`src/rtl/core/tccs_pkg.sv`:
```
// Shared constants, request codes and controller/datapath bundles for the
// text console core. No dependencies; compiled first.
package tccs_pkg;

  localparam int COLUMNS = 80;
  localparam int ROWS    = 25;
  localparam int CELLS   = COLUMNS * ROWS;

  localparam int COL_W  = 7;
  localparam int ROW_W  = 5;
  localparam int CHAR_W = 8;
  localparam int ATTR_W = 8;
  localparam int CELL_W = CHAR_W + ATTR_W;
  localparam int ADDR_W = $clog2(CELLS);

  localparam logic [CHAR_W-1:0] NEWLINE_CODE = 8'd10;
  localparam logic [CHAR_W-1:0] SPACE_CODE   = 8'd32;
  localparam logic [ATTR_W-1:0] RESET_COLOR  = 8'd10;

  typedef enum logic [1:0] {
    REQ_PUT_CHAR = 2'd0,
    REQ_PUT_CELL = 2'd1,
    REQ_READ     = 2'd2,
    REQ_NOP      = 2'd3
  } req_type_t;

  typedef struct packed {
    logic load_req;
    logic exec;
    logic sweep_init;
    logic sweep_step;
    logic out_load;
  } ctrl_cmd_t;

  typedef struct packed {
    logic scroll_now;
    logic sweep_last;
  } ctrl_sts_t;

endpackage

```
`src/rtl/core/tccs_ctrl.sv`:
```
// Sequencing controller: clear pass after reset, request execution, scroll
// line clear and result handoff. Depends on tccs_pkg.
module tccs_ctrl (
  input  logic                 clk,
  input  logic                 rst_n,
  input  logic                 in_valid,
  output logic                 in_ready,
  output logic                 out_valid,
  input  logic                 out_ready,
  input  tccs_pkg::ctrl_sts_t  sts,
  output tccs_pkg::ctrl_cmd_t  cmd
);
  import tccs_pkg::*;

  typedef enum logic [2:0] {
    S_INIT,
    S_CLEAR,
    S_IDLE,
    S_EXEC,
    S_SCROLL,
    S_FIN
  } state_t;

  state_t state_r, state_nxt;
  logic   out_valid_r;

  always_comb begin
    cmd       = '0;
    state_nxt = state_r;
    unique case (state_r)
      S_INIT: begin
        cmd.sweep_init = 1'b1;
        state_nxt      = S_CLEAR;
      end
      S_CLEAR: begin
        cmd.sweep_step = 1'b1;
        if (sts.sweep_last) begin
          state_nxt = S_IDLE;
        end
      end
      S_IDLE: begin
        cmd.load_req = in_valid;
        if (in_valid) begin
          state_nxt = S_EXEC;
        end
      end
      S_EXEC: begin
        cmd.exec  = 1'b1;
        state_nxt = sts.scroll_now ? S_SCROLL : S_FIN;
      end
      S_SCROLL: begin
        cmd.sweep_step = 1'b1;
        if (sts.sweep_last) begin
          state_nxt = S_FIN;
        end
      end
      S_FIN: begin
        cmd.out_load = !out_valid_r || out_ready;
        if (cmd.out_load) begin
          state_nxt = S_IDLE;
        end
      end
      default: state_nxt = S_INIT;
    endcase
  end

  always_ff @(posedge clk) begin
    if (!rst_n) begin
      state_r     <= S_INIT;
      out_valid_r <= 1'b0;
    end else begin
      state_r <= state_nxt;
      if (cmd.out_load) begin
        out_valid_r <= 1'b1;
      end else if (out_ready) begin
        out_valid_r <= 1'b0;
      end
    end
  end

  assign in_ready  = (state_r == S_IDLE);
  assign out_valid = out_valid_r;

endmodule

```
`config.mk`:
```
export PLATFORM = sky130hd
export DESIGN_NAME = tccs_ctrl
export DESIGN_NICKNAME = d
export VERILOG_FILES = /design/src/rtl/core/tccs_pkg.sv /design/src/rtl/core/tccs_ctrl.sv
export SDC_FILE = /design/constraint.sdc
export NUM_CORES = 1
export LEC_CHECK = 0
export BUFFER_PORTS_ARGS = -buffer_cell sky130_fd_sc_hd__buf_4
export CAP_MARGIN = 25
export CELL_PAD_IN_SITES_DETAIL_PLACEMENT = 1
export CELL_PAD_IN_SITES_GLOBAL_PLACEMENT = 1
export CORE_AREA = 3 3 40 42
export CTS_BUF_LIST = sky130_fd_sc_hd__clkbuf_8
export DETAILED_ROUTE_END_ITERATION = 7
export DIE_AREA = 0 0 43 45
export MAX_ROUTING_LAYER = met4
export PLACE_DENSITY = 0.56
export SYNTH_ARGS = -nofsm -noshare
export SYNTH_HDL_FRONTEND = slang
export SYNTH_SLANG_ARGS = --single-unit
```
`constraint.sdc`:
```
create_clock -name clk -period 1.02 [get_ports clk]
set_clock_uncertainty 0.05 [all_clocks]
set_input_delay 0.051 -clock clk [delete_from_list [all_inputs] [get_ports clk]]
set_output_delay 0.051 -clock clk [all_outputs]
set_load 0.01 [all_outputs]
```
* After elaboration in Yosys (flattened, before gate mapping)
Index checks and enable logic that the tools add are counted.
** Storage, ports and cells
- Bits in registers :: 4
- Output and inout port bits :: 7
- Input bits :: 6
** Operators by class
- Equal/unequal tests :: 9
- Muxes and demuxes :: 13
- Reductions and logical operators :: 6
** Operators by type and width (count)
- $pmux W3 S6 :: 1
- $mux W3 :: 4
- $mux W1 :: 8
- $ne A2 B2 Y1 const B :: 4
- $eq A3 B2 Y1 const B :: 2
- $eq A3 B3 Y1 const B :: 2
- $reduce_and A4 Y1 :: 1
- $eq A3 B1 Y1 const B :: 1
- $logic_not A3 Y1 :: 1
- $reduce_bool A2 Y1 :: 1
- $reduce_or A2 Y1 :: 1
- $logic_not A1 Y1 :: 1
- $logic_or A1 B1 Y1 :: 1

* Depth between registers and ports, before layout
Gate-level depths: netlist (run 1).
- Word-level depth :: 4
- Mapped depth :: 4
- Depth with buffers taken out :: 3

* Least setup slack after synthesis (run 1)
OpenSTA, ideal clock, no wires.
- Path type :: reg-to-reg
- Start point :: reg state_r[2]
- End point :: reg state_r[0]
- Library setup time :: 0.120 ns
- Cell stages (with the launch flop) :: 5
- Path buffers :: 1
- Arrival :: 0.963 ns
- Setup slack :: -0.112 ns
- Required time :: 0.850 ns
- Period minus slack after synthesis :: 1.132 ns
- Cell sequence :: dfxtp_1 > buf_4 > nor2_2 > a22o_1 > o31a_1
** Between the ends
- Cells in the longest elaborated chain, start to end :: 3
** Ends and longest elaborated chain
- start, declared :: line tccs_ctrl.sv:24 : state_t state_r, state_nxt;
- start signal, assigned :: line tccs_ctrl.sv:72 : state_r <= state_nxt;
- $eq A3 B3 Y1, or another cell as far along :: line tccs_ctrl.sv:30 : unique case (state_r)
- $ne A2 B2 Y1 (no line)
- $reduce_and A4 Y1 (no line)
Parallel ways exist; a longest one is shown, timed or not.
A chain may end at the register's enable or synchronous reset.

* Worst setup path after layout (run 1)
- Start point :: reg state_r[0]
- End point :: reg state_r[0]
Same word-level chain as after synthesis.

==> results of run 1 <==
[sequential cells by signal, indices dropped and copies added, names as in the netlist]
name	cells
out_valid	1
state_r	3
[layout make-up]
cell class	count	area (um2)	area share (%)
Inverter	1	3.75	0.575
Timing Repair Buffer	29	259	39.7
Multi-Input combinational cell	26	238	36.4
Tap cell	15	18.8	2.87
Sequential cell	4	92.6	14.2
Clock buffer	3	41.3	6.32
[layer usage]
| metal | vias to the layer above | share of wire (%) |
|---|---|---|
| met5 | - | 0 |
| met2 | 13 | 58 |
| met3 | 4 | 4.6 |
| li1 | 178 | - |
| met4 | 0 | 2.8 |
| met1 | 177 | 34 |
[synthesized netlist by cell type, drive strengths merged]
master   count  share of area (%)
a2111oi      1                5.0
nor3         2                3.3
xnor2        1                2.9
inv          1                1.2
buf          3                 10
o31a         1                2.9
nor3b        1                4.2
a21oi        2                3.3
nand3b       2                5.0
nor2b        2                4.2
nor2         4                6.7
dfxtp        4                 27
and2         1                2.1
nand2b       4                 11
a22o         1                2.9
nand2        1                1.2
a21boi       1                2.5
o21a         2                5.0
[path summary, 6_finish.rpt]
path / start / end / slack (ns) / cells past startpoint
setup / recovery: state_r[0]$_SDFFE_PN0P_ / state_r[0]$_SDFFE_PN0P_ / -0.22 / 5
hold / removal: rst_n / state_r[2]$_SDFFE_PN0P_ / 0.02 / 2
setup reg to reg: state_r[0]$_SDFFE_PN0P_ / state_r[0]$_SDFFE_PN0P_ / -0.22 / 5
hold reg to reg: out_valid$_SDFFE_PN0P_ / out_valid$_SDFFE_PN0P_ / 0.45 / 2
[power by group]
group          internal, uW  switching [uW]
Sequential              169            19.3
Combinational           178             119
Clock                   251            74.5
Total                   598             213
[layout by cell type (no fill, tap or decap), types with 2 or more instances in the layout]
cell      instances
buf_6            11
o21a_1            2
buf_4            18
nor2_2            2
nand2b_1          3
nand3b_1          2
a21oi_1           2
clkbuf_8          3
nor2b_2           2
dfxtp_4           3
[what timing repair did]
action	CTS	global route
endpoints found under the setup margin	7	9
buffers inserted	6	5
resized for setup	14	11
pin swaps	2	4
cloned	0	0
[through the flow]
step / util, % / hold WS (ns)
floorplan: - / 0.118
global placement: 33.6 / 0.242
detailed placement: 33.6 / 0.251
CTS: 44.3 / 0.0276
global route: 50.8 / 0.0422
finish: 50.8 / 0.0238
[cells by family (layout without fill, tap and decap cells)]
| kind of cell | Yosys count | count (layout) | share of synthesized area [%] |
|---|---|---|---|
| buf+inv | 4 | 33 | 11.2 |
| compound gates | 8 | 8 | 21.7 |
| xor+xnor | 1 | 1 | 2.92 |
| simple gates | 17 | 17 | 37.5 |
| flops | 4 | 4 | 26.7 |
[critical path, delay by kind of cell (launching register included)]
family | cells | cell delay, ns
AND/OR/NAND/NOR | 1 | 0.04
AO/OA/AOI/OAI | 2 | 0.45
flip-flops | 1 | 0.36
buffers and inverters | 2 | 0.22
==> results.sh, run 1 <==
export IMPL_critical_path_class="reg2reg"
export IMPL_clkSinkCount=4
export IMPL_top_usage_layer="met2"
export IMPL_critical_path_startpoint_type="flip-flop"
export IMPL_grt_total_usage_pct=11.9
export IMPL_synthesis_instances=34
export IMPL_initial_core_util_pct=23.4
export IMPL_hold_vio_cnt_final=0
export IMPL_placedInstanceArea_um2=432
export IMPL_total_of_hold_buffers_inserted_after_clock_tree_synthesis=0
export IMPL_global_route_usage_met1_pct=11.3
export IMPL_grt_pass1_wl_mm=1.64
export IMPL_clkLatencyLatePin_ns=0.21
export IMPL_row_count=13
export IMPL_total_power_uw=811
export IMPL_worstPathCellList="buf_4, buf_6, nor2_2, a22o_1, o31a_1"
export IMPL_final_net_count=71
export IMPL_setup_tns_ns=-1.45
export IMPL_yosys_warnings=0
export IMPL_finalCriticalPeriod_ns=1.24
export IMPL_antenna_found_initial=0
export IMPL_syn_num_nets=40
export IMPL_final_cell_area_um2=653
export IMPL_critical_path_max_fanout=5
export IMPL_gp_routability_congestion=0.666
export IMPL_ios=13
export IMPL_grt_start_max_net_pins=11
export IMPL_number_of_global_route_vias_before_repair=373
export IMPL_final_fill_count=144
export IMPL_htreeDepth=1
export IMPL_stdcell_count=78
export IMPL_final_layout_size_suffix_gt1_share_pct=77.8
export IMPL_place_detailed_hpwl_um=645
export IMPL_finalCritPeriodShare_pct=122
export IMPL_timing_critical_path_slowest_cell_delay_ns=0.36
export IMPL_seq_cells_post_synth=4
export IMPL_power_static_leakage_uw=0.000297
export IMPL_dr_total_vias=372
export IMPL_ctsLongestPathBuffers=2
export IMPL_portBuffers=12
export IMPL_outcome="finished, violations left"
export IMPL_worstPathRequired_ns=1.07
export IMPL_total_inserted_antenna_cells=0
export IMPL_grt_setup_unrepaired="yes"
export IMPL_pwrdens_mw_per_mm2=1240
export IMPL_fmax_mhz=805
export IMPL_clock_tree_root_cell="clkbuf_8"
export IMPL_path_clk_slew_ns=0.03
export IMPL_dp_cells=64
export IMPL_floorplan_die_height_um=45
export IMPL_layout_area_overhead_vs_synth_pct=117
export IMPL_worst_slew_margin_rel_pct=77.7
export IMPL_grt_overflow_total=0
export IMPL_die_width_um=43
export IMPL_cts_made_buffers=3
export IMPL_netlist_cell_type_count=21
export IMPL_route_final_wire_length_mm=1.25
export IMPL_drtAntennaViolNets=0
export IMPL_cp_slowest_cell="dfxtp_4"
export IMPL_timing_final_setup_violations=10
export IMPL_mappedNetlistArea_um2=300
export IMPL_tightestPinTransition_ns=0.334
export IMPL_min_delay_path_class="in2reg"
export IMPL_critPathCaptureType="flip-flop"
export IMPL_timing_max_cap_violations=0
export IMPL_maxSlewViolCount=0
export IMPL_grt_util_met3_pct=2.79
export IMPL_critical_path_arrival_ns=1.29
export IMPL_wl_per_cell_um=16.0
export IMPL_globalRouteMet2Util_pct=22.8
export IMPL_clock_tree_from_tritoncts="yes"
export IMPL_dr_pass1_iters=1
export IMPL_detail_route_iter0_violations=0
export IMPL_violations="negative setup slack"
export IMPL_fp_dieArea_mm2=0.00194
export IMPL_synth_seq_area_share_pct=26.7
export IMPL_detail_route_drc_violations=0
export IMPL_setup_ws_ns=-0.222
export IMPL_synth_area_per_cell_um2=8.83
export IMPL_drt_vias_per_instance=4.77
export IMPL_core_area_mm2=0.00128
export IMPL_irDropWorstVdd_mv=0.664
export IMPL_dp_slack_ns=-0.0429
No activity file was read; power rests on OpenSTA's default activity.
==> inputs of run 2 (changes only) <==
--- a/config.mk
+++ b/config.mk
@@ -14,7 +14,7 @@
 export DETAILED_ROUTE_END_ITERATION = 7
 export DIE_AREA = 0 0 43 45
 export MAX_ROUTING_LAYER = met4
-export PLACE_DENSITY = 0.56
+export PLACE_DENSITY = 0.54
 export SYNTH_ARGS = -nofsm -noshare
 export SYNTH_HDL_FRONTEND = slang
 export SYNTH_SLANG_ARGS = --single-unit
==> constraint.sdc (replaced) <==
create_clock -name clk -period 1.3 [get_ports clk]
set_clock_uncertainty 0.05 [all_clocks]
set_input_delay 0.065 -clock clk [delete_from_list [all_inputs] [get_ports clk]]
set_output_delay 0.065 -clock clk [all_outputs]
set_load 0.01 [all_outputs]
==> run 2 against run 1 <==
The flow now finishes without violations. Core utilization decreased by 7.9 points. Sequential power decreased by 21%. Flip-flop and latch count unchanged. Critical path type is now reg2out. Largest power group unchanged. Combinational power decreased by 44%. Highest routed layer is now met3. Register-to-register slack improved by 0.29 ns. Routed wire length decreased by 23%. Cell area decreased by 16%. First-iteration DRC count increased by 1. Cell count decreased by 3.8%. Clock power decreased by 19%. Clock-buffer cell count unchanged.
==> results.sh, run 2 (synthesis results as in run 1) <==
export IMPL_path_clk_slew_ns=0.03
export IMPL_ctsLongestPathBuffers=2
export IMPL_finalCritPeriodShare_pct=96.9
export IMPL_route_final_wire_length_um=963
export IMPL_grt_total_usage_pct=11.0
export IMPL_antenna_found_initial=0
export IMPL_timing_final_setup_violations=0
export IMPL_clock_tree_from_tritoncts="yes"
export IMPL_portBuffers=12
export IMPL_tightestPinTransition_ns=0.285
export IMPL_row_count=13
export IMPL_total_of_hold_buffers_inserted_after_clock_tree_synthesis=0
export IMPL_worst_slew_margin_rel_pct=81.0
export IMPL_number_of_global_route_vias_before_repair=339
export IMPL_finalHoldWorstSlack_ns=0.0382
export IMPL_critical_path_startpoint_type="flip-flop"
export IMPL_ios=13
export IMPL_detail_route_drc_violations=0
export IMPL_drt_vias_per_instance=4.55
export IMPL_critPathCaptureType="output port"
export IMPL_grt_start_max_net_pins=8
export IMPL_layout_commonest_cell="buf_4"
export IMPL_gp_routability_congestion=0.667
export IMPL_grt_overflow_total=0
export IMPL_total_power_uw=579
export IMPL_setup_tns_ns=0
export IMPL_detail_route_iter0_violations=1
export IMPL_final_fill_count=159
export IMPL_drtAntennaViolNets=0
export IMPL_clkSinkCount=4
export IMPL_core_area_mm2=0.00128
export IMPL_wl_per_cell_um=12.8
export IMPL_maxSlewViolCount=0
export IMPL_place_detailed_hpwl_um=670
export IMPL_critical_path_class="reg2out"
export IMPL_power_static_leakage_uw=0.000257
export IMPL_dr_pass1_iters=2
export IMPL_pwrdens_mw_per_mm2=1050
export IMPL_htreeDepth=1
export IMPL_hold_vio_cnt_final=0
export IMPL_max_flop_register="state_r"
export IMPL_final_net_count=68
export IMPL_outcome="finished, final reports clean"
export IMPL_min_delay_path_class="in2reg"
export IMPL_postLayoutCoreUtil_pct=42.9
export IMPL_worstPathRequired_ns=1.19
export IMPL_dr_total_vias=341
export IMPL_regArea_um2=91.3
export IMPL_fmax_mhz=794
export IMPL_total_inserted_antenna_cells=0
export IMPL_cts_made_buffers=3
export IMPL_floorplan_die_height_um=45
export IMPL_die_width_um=43
export IMPL_timing_max_cap_violations=0
export IMPL_clkLatencyLatePin_ns=0.22
export IMPL_final_layout_size_suffix_gt1_share_pct=65.0
export IMPL_layout_area_overhead_vs_synth_pct=83.7
export IMPL_clock_tree_root_cell="clkbuf_8"
export IMPL_initial_core_util_pct=23.4
export IMPL_multiInputGateArea_um2=198
export IMPL_grt_pass1_wl_mm=1.53
export IMPL_critical_path_arrival_ns=1.14
export IMPL_largest_reg_flops=3
export IMPL_critical_path_max_fanout=6
export IMPL_irDropWorstVdd_mv=0.550
export IMPL_fp_dieArea_mm2=0.00194
export IMPL_layout_cells_most_common_list="buf_4, nand2b_1, clkbuf_8, dfxtp_4"
export IMPL_finalCriticalPeriod_ns=1.26
-- run 2: power breakdown --
part	leakage [uW]	switching (uW)	total, uW	internal, uW
logic	0.000201	64.6	167	103
registers	0.0000347	16.1	149	133
clock network	0.0000216	65.7	263	198
total	0.000257	146	579	433
-- run 2: worst max-delay path: stages (launching register included) --
cell and delay [ns]:
dfxtp_4 0.35, buf_4 0.15, nor3b_4 0.17, and2_4 0.16, buf_6 0.09
-- run 2: area by class of cell --
class / instances / share of cell area [%]
Timing Repair Buffer: 26 / 36.1
Multi-Input combinational cell: 26 / 35.8
Sequential cell: 4 / 16.6
Clock buffer: 3 / 7.48
Tap cell: 15 / 3.40
Inverter: 1 / 0.680
-- run 2: timing repair --
action / in CTS / in global routing
setup buffers: 4 / 7
endpoints found under the setup margin: 2 / 2
resized for setup: 4 / 6
endpoints found under the hold margin: 0 / 0
cloned: 0 / 0
pin swaps: 0 / 2
-- run 2: metal layers --
layer	share of wire, %	vias to the layer above	track usage (%)
li1	-	168	-
met1	39	163	11.1
met2	55	10	19.2
met3	5.9	0	3.59
met4	0	0	5.42
met5	0	-	-
-- run 2: metrics by stage --
step	setup slack, ns	instances	cell area [um2]
3_5_place_dp	0.0609	63	417
5_1_grt	-0.0135	75	552
2_1_floorplan	0.168	34	300
3_3_place_gp	0.0819	63	417
6_report	0.0408	75	552
4_1_cts	0.00888	70	494
-- run 2: worst paths after layout --
path,depth (start not counted),slack (ns),start,to
worst min register to register,2,0.48,out_valid$_SDFFE_PN0P_,out_valid$_SDFFE_PN0P_
worst max-delay path,4,0.04,state_r[2]$_SDFFE_PN0P_,cmd[4]
worst min-delay path,2,0.04,rst_n,state_r[2]$_SDFFE_PN0P_
worst max register to register,4,0.07,state_r[0]$_SDFFE_PN0P_,state_r[0]$_SDFFE_PN0P_
==> inputs of run 3 (changes only) <==
--- a/config.mk
+++ b/config.mk
@@ -7,14 +7,12 @@
 export LEC_CHECK = 0
 export BUFFER_PORTS_ARGS = -buffer_cell sky130_fd_sc_hd__buf_4
 export CAP_MARGIN = 25
-export CELL_PAD_IN_SITES_DETAIL_PLACEMENT = 1
-export CELL_PAD_IN_SITES_GLOBAL_PLACEMENT = 1
 export CORE_AREA = 3 3 40 42
 export CTS_BUF_LIST = sky130_fd_sc_hd__clkbuf_8
 export DETAILED_ROUTE_END_ITERATION = 7
 export DIE_AREA = 0 0 43 45
 export MAX_ROUTING_LAYER = met4
-export PLACE_DENSITY = 0.54
+export PLACE_DENSITY = 0.41
 export SYNTH_ARGS = -nofsm -noshare
 export SYNTH_HDL_FRONTEND = slang
 export SYNTH_SLANG_ARGS = --single-unit
==> run 3 against run 2 <==
Core utilization shrank 3.1 points. Worst setup slack is essentially flat. Die area is the same.
==> results.sh, run 3 (synthesis results as in run 1) <==
export IMPL_layout_area_overhead_vs_synth_pct=70.4
export IMPL_finalCritPeriodShare_pct=96.9
export IMPL_hold_vio_cnt_final=0
export IMPL_irDropWorstVdd_mv=0.414
export IMPL_dr_pass1_iters=6
export IMPL_final_layout_size_suffix_gt1_share_pct=58.9
export IMPL_total_power_uw=566
export IMPL_final_net_count=64
export IMPL_wl_per_cell_um=10.3
export IMPL_clkSinkCount=4
export IMPL_whs_path_depth=2
export IMPL_min_delay_path_class="in2reg"
export IMPL_critical_path_reg2reg_startpoint="state_r[1]$_SDFFE_PN0P_"
export IMPL_floorplan_die_height_um=45
export IMPL_worstRegToRegCells=4
export IMPL_layout_commonest_cell="buf_4"
export IMPL_worst_slew_margin_rel_pct=82.4
export IMPL_grt_pass1_wl_mm=1.26
export IMPL_fmax_mhz=794
export IMPL_pwrdens_mw_per_mm2=1110
export IMPL_core_area_mm2=0.00128
export IMPL_place_detailed_hpwl_um=563
export IMPL_detail_route_drc_violations=0
export IMPL_critPathCaptureType="output port"
export IMPL_power_static_leakage_uw=0.000234
export IMPL_outcome="finished, final reports clean"
export IMPL_path_clk_slew_ns=0.03
export IMPL_row_count=13
export IMPL_fp_dieArea_mm2=0.00194
export IMPL_drtAntennaViolNets=0
export IMPL_critical_path_max_fanout=5
export IMPL_worstHoldEndpoint="state_r[2]$_SDFFE_PN0P_"
export IMPL_timing_max_cap_violations=0
export IMPL_critical_path_startpoint_type="flip-flop"
export IMPL_dr_total_vias=315
export IMPL_ios=13
export IMPL_largest_reg_flops=3
export IMPL_critical_path_class="reg2out"
export IMPL_r2r_slack_ns=0.15
export IMPL_number_of_global_route_vias_before_repair=278
export IMPL_antenna_found_initial=0
export IMPL_portBuffers=12
export IMPL_detail_route_iter0_violations=2
export IMPL_layout_cells_most_common_list="buf_4, nand2b_1, clkbuf_8"
export IMPL_hold_path_startpoint="rst_n"
export IMPL_total_inserted_antenna_cells=0
export IMPL_tightestPinTransition_ns=0.264
export IMPL_initial_core_util_pct=23.4
export IMPL_clkLatencyLatePin_ns=0.22
export IMPL_grt_start_max_net_pins=7
export IMPL_route_final_wire_length_um=729
export IMPL_timing_final_setup_violations=0
export IMPL_gp_routability_congestion=0.723
export IMPL_setup_tns_ns=0
export IMPL_grt_setup_unrepaired="yes"
export IMPL_finalCriticalPeriod_ns=1.26
export IMPL_die_width_um=43
export IMPL_clock_tree_root_cell="clkbuf_8"
export IMPL_drt_vias_per_instance=4.44
export IMPL_clock_tree_from_tritoncts="yes"
export IMPL_finalHoldWorstSlack_ns=0.0477
export IMPL_worstPathRequired_ns=1.19
export IMPL_reg2reg_to="state_r[0]$_SDFFE_PN0P_"
export IMPL_grt_overflow_total=0
export IMPL_max_flop_register="state_r"
export IMPL_ctsLongestPathBuffers=2
export IMPL_cts_made_buffers=3
export IMPL_critical_path_arrival_ns=1.14
export IMPL_htreeDepth=1
export IMPL_postLayoutCoreUtil_pct=39.8
export IMPL_maxSlewViolCount=0
export IMPL_grt_total_usage_pct=9.27
export IMPL_total_of_hold_buffers_inserted_after_clock_tree_synthesis=0
run 3: changes by cell type in the layout (fill, tap and decap cells not counted), sizes merged:
cell / before / now
buf: 26 / 22
run 3: repair_timing:
| item | in CTS | in global routing |
|---|---|---|
| pin swaps | 0 | 2 |
| gates resized for setup | 2 | 4 |
| gates cloned | 0 | 0 |
| buffers inserted | 1 | 4 |
| endpoints found under the setup margin | 1 | 2 |
run 3: worst max-delay path, stage by stage (launching register included):
cell and delay, ns:
dfxtp_4 0.35, buf_6 0.12, nand3b_1 0.17, nor2b_1 0.15
buf_4 0.14
run 3: cell type report:
| type | count | area (um2) |
|---|---|---|
| Sequential cell | 4 | 86.3 |
| Inverter | 1 | 3.75 |
| Multi-Input combinational cell | 26 | 193 |
| Tap cell | 15 | 18.8 |
| Timing Repair Buffer | 22 | 169 |
| Fill cell | 136 | 773 |
| Clock buffer | 3 | 41.3 |
run 3: routing by layer:
| metal | track usage [%] | part of all wire [%] | wire length, um | up-vias |
|---|---|---|---|---|
| met5 | - | 0 | 0 | - |
| met3 | 3.19 | 8.6 | 63 | 0 |
| met2 | 13.5 | 48 | 350 | 10 |
| li1 | - | - | - | 162 |
| met4 | 7.23 | 0 | 0 | 0 |
| met1 | 10.4 | 43 | 316 | 143 |
run 3: power by group:
| group | switching, uW | total [uW] | internal, uW | leakage, uW |
|---|---|---|---|---|
| clock network | 62.2 | 259 | 197 | 0.0000216 |
| registers | 11.1 | 145 | 134 | 0.0000341 |
| logic | 63.9 | 162 | 98.0 | 0.000178 |
| total | 137 | 566 | 429 | 0.000234 |
run 3: worst max path at each step:
stage / from / slack, ns / to
floorplan: state_r[2]$_SDFFE_PN0P_ / 0.17 / state_r[0]$_SDFFE_PN0P_
global placement: state_r[1]$_SDFFE_PN0P_ / 0.19 / state_r[0]$_SDFFE_PN0P_
detailed placement: state_r[1]$_SDFFE_PN0P_ / 0.16 / state_r[0]$_SDFFE_PN0P_
CTS: state_r[1]$_SDFFE_PN0P_ / 0.002 / cmd[0]
global route: state_r[1]$_SDFFE_PN0P_ / -0.008 / cmd[0]
finish: state_r[1]$_SDFFE_PN0P_ / 0.04 / cmd[0]
run 3: per-stage QoR:
| stage | cell area, um2 | setup slack (ns) | std cells |
|---|---|---|---|
| after floorplan | 300 | 0.168 | 34 |
| after detailed placement | 417 | 0.155 | 63 |
| after CTS | 468 | 0.00250 | 67 |
| after global routing | 512 | -0.00823 | 71 |
| after global placement | 417 | 0.187 | 63 |
| final | 512 | 0.0405 | 71 |
